**src/hdl/kef_pkg.sv**
```systemverilog
package kef_pkg;

    typedef logic [7:0] byte_t;
    typedef logic [3:0] idx_t;

    // Fixed frame bytes
    localparam byte_t HDR_A       = 8'h57;
    localparam byte_t HDR_B       = 8'hAB;
    localparam byte_t TYPE_BYTE   = 8'h71;
    localparam byte_t SUBTYPE_KBD = 8'h01;

    // CRC-8, poly 0x07, init 0, no reflection, no final xor
    localparam byte_t CRC_POLY   = 8'h07;
    localparam byte_t CRC_INIT   = 8'h00;
    localparam byte_t CRC_TOPBIT = 8'h80;

    // Byte positions within the frame
    localparam idx_t IDX_HDR_A   = 4'd0;
    localparam idx_t IDX_HDR_B   = 4'd1;
    localparam idx_t IDX_TYPE    = 4'd2;
    localparam idx_t IDX_SEQ     = 4'd3;
    localparam idx_t IDX_SUBTYPE = 4'd4;
    localparam idx_t IDX_USAGE   = 4'd5;
    localparam idx_t IDX_PRESSED = 4'd6;
    localparam idx_t IDX_MOD     = 4'd7;
    localparam idx_t IDX_CRC     = 4'd8;

    // One byte of CRC update: eight shift steps on the folded value
    function automatic byte_t crc8_byte(input byte_t acc, input byte_t data);
        byte_t v;
        v = acc ^ data;
        for (int b = 0; b < 8; b++) begin
            if ((v & CRC_TOPBIT) != 8'h00) begin
                v = (v << 1) ^ CRC_POLY;
            end
            else begin
                v = v << 1;
            end
        end
        return v;
    endfunction

endpackage

```
**src/hdl/key_event_frame_encoder_crc8.sv**
```systemverilog
// Channel  | Handshake                 | Payload
// ---------+---------------------------+-------------------------------------------
// event    | evt_valid / evt_ready     | key_usage, key_pressed, modifier_bits
// frame    | frame_valid / frame_ready | frame_byte, last_byte
//
// Each event item yields nine frame items, one per cycle while frame_ready is
// held high, through the single frame output register. The next event is taken
// in the cycle its predecessor's CRC byte enters the output register.
// The CRC is built one byte per cycle, unless frame_ready stalls, as bytes two through seven go out.
// Reset clears the sequence counter and the frame/output valid flags.
// A stall on frame_ready freezes the output register and the byte counter.
module key_event_frame_encoder_crc8 (
    input  logic              clk,
    input  logic              rst_n,
    input  logic              evt_valid,
    output logic              evt_ready,
    input  logic [7:0]        key_usage,
    input  logic              key_pressed,
    input  logic [7:0]        modifier_bits,
    output logic              frame_valid,
    input  logic              frame_ready,
    output kef_pkg::byte_t    frame_byte,
    output logic              last_byte
);
    import kef_pkg::*;

    // Control state
    logic  active_reg, active_next;
    idx_t  idx_reg, idx_next;
    byte_t seq_count_reg, seq_count_next;
    logic  out_valid_reg, out_valid_next;

    // Payload
    byte_t usage_reg, mod_reg, frame_seq_reg, crc_reg, crc_next;
    logic  pressed_reg;
    byte_t byte_out_reg, byte_out_next;
    logic  last_out_reg, last_out_next;

    logic  advance;
    logic  load;
    byte_t cur_byte;

    // Next byte moves into the output register when it is free or being drained
    assign advance   = active_reg && (!out_valid_reg || frame_ready);
    assign evt_ready = !active_reg || (advance && idx_reg == IDX_CRC);
    assign load      = evt_valid && evt_ready;

    // Byte select for the current frame position
    always_comb
    begin
        unique case (idx_reg)
            IDX_HDR_A:   cur_byte = HDR_A;
            IDX_HDR_B:   cur_byte = HDR_B;
            IDX_TYPE:    cur_byte = TYPE_BYTE;
            IDX_SEQ:     cur_byte = frame_seq_reg;
            IDX_SUBTYPE: cur_byte = SUBTYPE_KBD;
            IDX_USAGE:   cur_byte = usage_reg;
            IDX_PRESSED: cur_byte = {7'd0, pressed_reg};
            IDX_MOD:     cur_byte = mod_reg;
            default:     cur_byte = crc_reg;
        endcase
    end

    // Sequencing, CRC accumulation and output register
    always_comb
    begin
        active_next    = active_reg;
        idx_next       = idx_reg;
        seq_count_next = seq_count_reg;
        crc_next       = crc_reg;
        out_valid_next = out_valid_reg;
        byte_out_next  = byte_out_reg;
        last_out_next  = last_out_reg;

        if (frame_ready) begin
            out_valid_next = 1'b0;
        end

        if (advance) begin
            out_valid_next = 1'b1;
            byte_out_next  = cur_byte;
            last_out_next  = (idx_reg == IDX_CRC);
            if (idx_reg >= IDX_TYPE && idx_reg <= IDX_MOD) begin
                crc_next = crc8_byte(crc_reg, cur_byte);
            end
            if (idx_reg == IDX_CRC) begin
                active_next = 1'b0;
            end
            else begin
                idx_next = idx_reg + 4'd1;
            end
        end

        if (load) begin
            active_next    = 1'b1;
            idx_next       = IDX_HDR_A;
            crc_next       = CRC_INIT;
            seq_count_next = seq_count_reg + 8'd1;
        end
    end

    always_ff @(posedge clk or negedge rst_n)
    begin
        if (!rst_n) begin
            active_reg    <= 1'b0;
            idx_reg       <= IDX_HDR_A;
            seq_count_reg <= 8'd0;
            out_valid_reg <= 1'b0;
        end
        else begin
            active_reg    <= active_next;
            idx_reg       <= idx_next;
            seq_count_reg <= seq_count_next;
            out_valid_reg <= out_valid_next;
        end
    end

    // Event capture and datapath registers
    always_ff @(posedge clk)
    begin
        if (load) begin
            usage_reg     <= key_usage;
            pressed_reg   <= key_pressed;
            mod_reg       <= modifier_bits;
            frame_seq_reg <= seq_count_reg;
        end
        crc_reg      <= crc_next;
        byte_out_reg <= byte_out_next;
        last_out_reg <= last_out_next;
    end

    assign frame_valid = out_valid_reg;
    assign frame_byte  = byte_out_reg;
    assign last_byte   = last_out_reg;

endmodule

```
**config.mk**
```make
export PLATFORM = sky130hd
export DESIGN_NAME = key_event_frame_encoder_crc8
export DESIGN_NICKNAME = d
export VERILOG_FILES = /design/src/hdl/kef_pkg.sv /design/src/hdl/key_event_frame_encoder_crc8.sv
export SDC_FILE = /design/constraint.sdc
export NUM_CORES = 1
export LEC_CHECK = 0
export BUFFER_PORTS_ARGS = -buffer_cell sky130_fd_sc_hd__buf_2
export CORE_UTILIZATION = 50
export DETAILED_ROUTE_END_ITERATION = 16
export GPL_TIMING_DRIVEN = 0
export PLACE_DENSITY = 0.81
export SLEW_MARGIN = 0
export SYNTH_ARGS = -nofsm -noshare
export SYNTH_HDL_FRONTEND = slang
export SYNTH_SLANG_ARGS = --single-unit
export TNS_END_PERCENT = 5
```
**constraint.sdc**
```tcl
create_clock -name clk -period 4.7 [get_ports clk]
set_input_delay 0.235 -clock clk [delete_from_list [all_inputs] [get_ports clk]]
set_output_delay 0.235 -clock clk [all_outputs]
set_load 0.1 [all_outputs]
```
==> impl_metrics.ini <==
[die]
die-area_um2 = 6022
die_h_um = 77.60
core-area_um2 = 5507
die_w_um = 77.60
initial_core_util = 0.5190
ios = 32
rows = 27

[critical_path]
critPathRequiredTime_ps = 4890
cp_max_fo = 34
cpMostUsedCell = nand2_1
slowest_delay_ps = 600
arrival_ps = 3150
worst-path-stages = 10
worstPathCellList = inv_1 -> ha_1 -> nor2b_1 -> nand3_1 -> nand2_1 -> nand2_1 -> inv_1 -> buf_2 -> nand2_1 -> xnor2_1
reg2reg_setup_slack_ps = 1740
rr_worst_depth = 10
cp.buffers_inverters = 3
cp_top_family = simple AND/OR/NAND/NOR gates
critPathCaptureType = register
startpoint_type = register
r2r_start = idx_reg[1]$_DFFE_PN0P_
r2r-end = seq_count_reg[2]$_DFFE_PN0P_
crit_path_top_delay_cell = buf_2
crit_type = reg2reg

[clock_network]
cts_tree = built
root_buffer = clkbuf_8
clock_path_buffers = 2
ctsHtreeMaxLevel = 2
cts.clk_slew.worst_paths_ps = 110
cts_buffers = 5
clock_sinks = 56
worstSkewPairLatency_ps = 310

[timing]
hold_viol = 0
fin_tns_setup_ps = 0
skew_ps = 11.08
fin_crit_ps = 2959
tightest_slew_ps = 809.0
rsz0062_at_grt = false
slew_headroom = 0.4574
fmaxAchievable_mhz = 338.0
slew_violations = 0
period_share = 0.6296
setup_viol = 0

[synthesis]
ys_async_sr_fraction = 0.2500
yosysUniqueCellTypes = 61
synth_seq_area_share = 0.5359
netlist_instances = 244
synth_warnings = 0
syn-num-nets = 270
synth_edf_count = 34
synth_flop_cell = edfxtp_1
syn_avg_cell_area_um2 = 11.71
ys_ff_latch = 56
synth_largest_area_cell = edfxtp_1
synth_area_um2 = 2858
synth_area_leaders = edfxtp_1 36%, dfrtp_1 12%, dfxtp_1 5.6%, xnor2_1 4.9%, nand2_1 3.3%
yosys.area.top_type_share = 0.3573

[job]
drv_cap = 0

[route]
first_iter_violations = 121
drc = 0
dr.pass1.iters = 4
dr_total_vias = 2030
detail-route-antenna-nets = 0
vias_per_cell = 5.702
wl_mm = 5.727
post_drt_wl_per_cell_um = 16.09

[place]
port_buffers = 31
hpwl_mm = 4.146
routabilityCongestion = 0.8688

[layout]
synthToLayoutAreaGrowth_pct = 12.78
drive_gt1_frac = 0.2254
fillers = 462
nNetsFinal = 309
n_antenna_cell = 0
layout_commonest_cell = edfxtp_1
final_cell_mix = 34 x edfxtp_1, 33 x buf_2, 25 x nand2_1

[worst_hold_path]
min_path_cells = 1
hold_end = usage_reg[5]$_DFFE_PP_
hold_class = in2reg
min_from = key_usage[5]

[global_routing]
antenna_found_initial = 0
overflow = 0
grt_max_degree = 35
grt_pass1_vias = 2016
grtUsageTotal = 0.2068
grt_first_pass_wirelength_mm = 9.584

[status]
status = finished, final reports clean
==> synthesized netlist by cell type, drive strengths merged, types with 4 or more instances <==
| cell type | n |
|---|---|
| xor2 | 5 |
| buf | 7 |
| a21o | 5 |
| nor2 | 16 |
| edfxtp | 34 |
| inv | 5 |
| dfrtp | 14 |
| nand2b | 7 |
| a211oi | 5 |
| or2 | 4 |
| nand2 | 25 |
| a22oi | 4 |
| ha | 5 |
| nand3 | 10 |
| o211ai | 4 |
| nor3 | 4 |
| mux2 | 4 |
| xnor2 | 16 |
| o21ai | 8 |
| dfxtp | 8 |
| a21oi | 9 |
==> per-stage QoR <==
step | worst slack [ps] | hold WS, ps | utilization | cell area (um2) | std cells
floorplan | 1541 | -60.59 | - | 2858 | 244
global placement | 1811 | 153.9 | 0.5635 | 3103 | 347
detailed placement | 1736 | 154.7 | 0.5635 | 3103 | 347
CTS | 1700 | 85.28 | 0.5853 | 3223 | 356
global route | 1396 | 74.86 | 0.5853 | 3223 | 356
finish | 1741 | 89.08 | 0.5853 | 3223 | 356
==> worst max path at each step <==
stage | start | end | slack [ps]
floorplan | idx_reg[0]$_DFFE_PN0P_ | seq_count_reg[2]$_DFFE_PN0P_ | 1540
global placement | idx_reg[1]$_DFFE_PN0P_ | seq_count_reg[2]$_DFFE_PN0P_ | 1810
detailed placement | idx_reg[1]$_DFFE_PN0P_ | seq_count_reg[2]$_DFFE_PN0P_ | 1740
CTS | idx_reg[1]$_DFFE_PN0P_ | seq_count_reg[2]$_DFFE_PN0P_ | 1700
global route | idx_reg[1]$_DFFE_PN0P_ | seq_count_reg[2]$_DFFE_PN0P_ | 1400
finish | idx_reg[1]$_DFFE_PN0P_ | seq_count_reg[2]$_DFFE_PN0P_ | 1740
==> logic make-up after synthesis <==
| family | share of synthesized area |
|---|---|
| AO/OA/AOI/OAI | 0.1559 |
| XOR/XNOR | 0.07224 |
| adder cells (fa/ha/maj) | 0.02189 |
| buffers and inverters | 0.02977 |
| flip-flops | 0.5359 |
| multiplexers | 0.03065 |
| AND/OR/NAND/NOR | 0.1537 |
==> per-layer routing <==
metal,GRT usage,vias to the layer above,part of all wire
met2,0.3425,46,0.50
met5,0,-,0
li1,-,980,-
met1,0.2575,990,0.43
met4,0.1000,0,0.030
met3,0.04235,14,0.038
==> what timing repair did <==
item,CTS,global route
endpoints found under the hold margin,14,0
buffers inserted,0,0
hold buffers,1,0
gates resized for setup,0,0
==> cell type report <==
type                       instances  area (um2)  share of cell area
sequential                        56        1531              0.4752
multi-input combinational        173        1241              0.3851
timing repair buffer              32       165.2             0.05124
clock buffer                       6       93.84             0.02911
tap                               72       90.09             0.02795
buffer                            10       66.31             0.02057
inverter                           5       18.77            0.005823
clock inverter                     2       16.27            0.005047
Power is not shown: default switching activity piles up to over one toggle a cycle in this logic, so the estimate is an artifact.
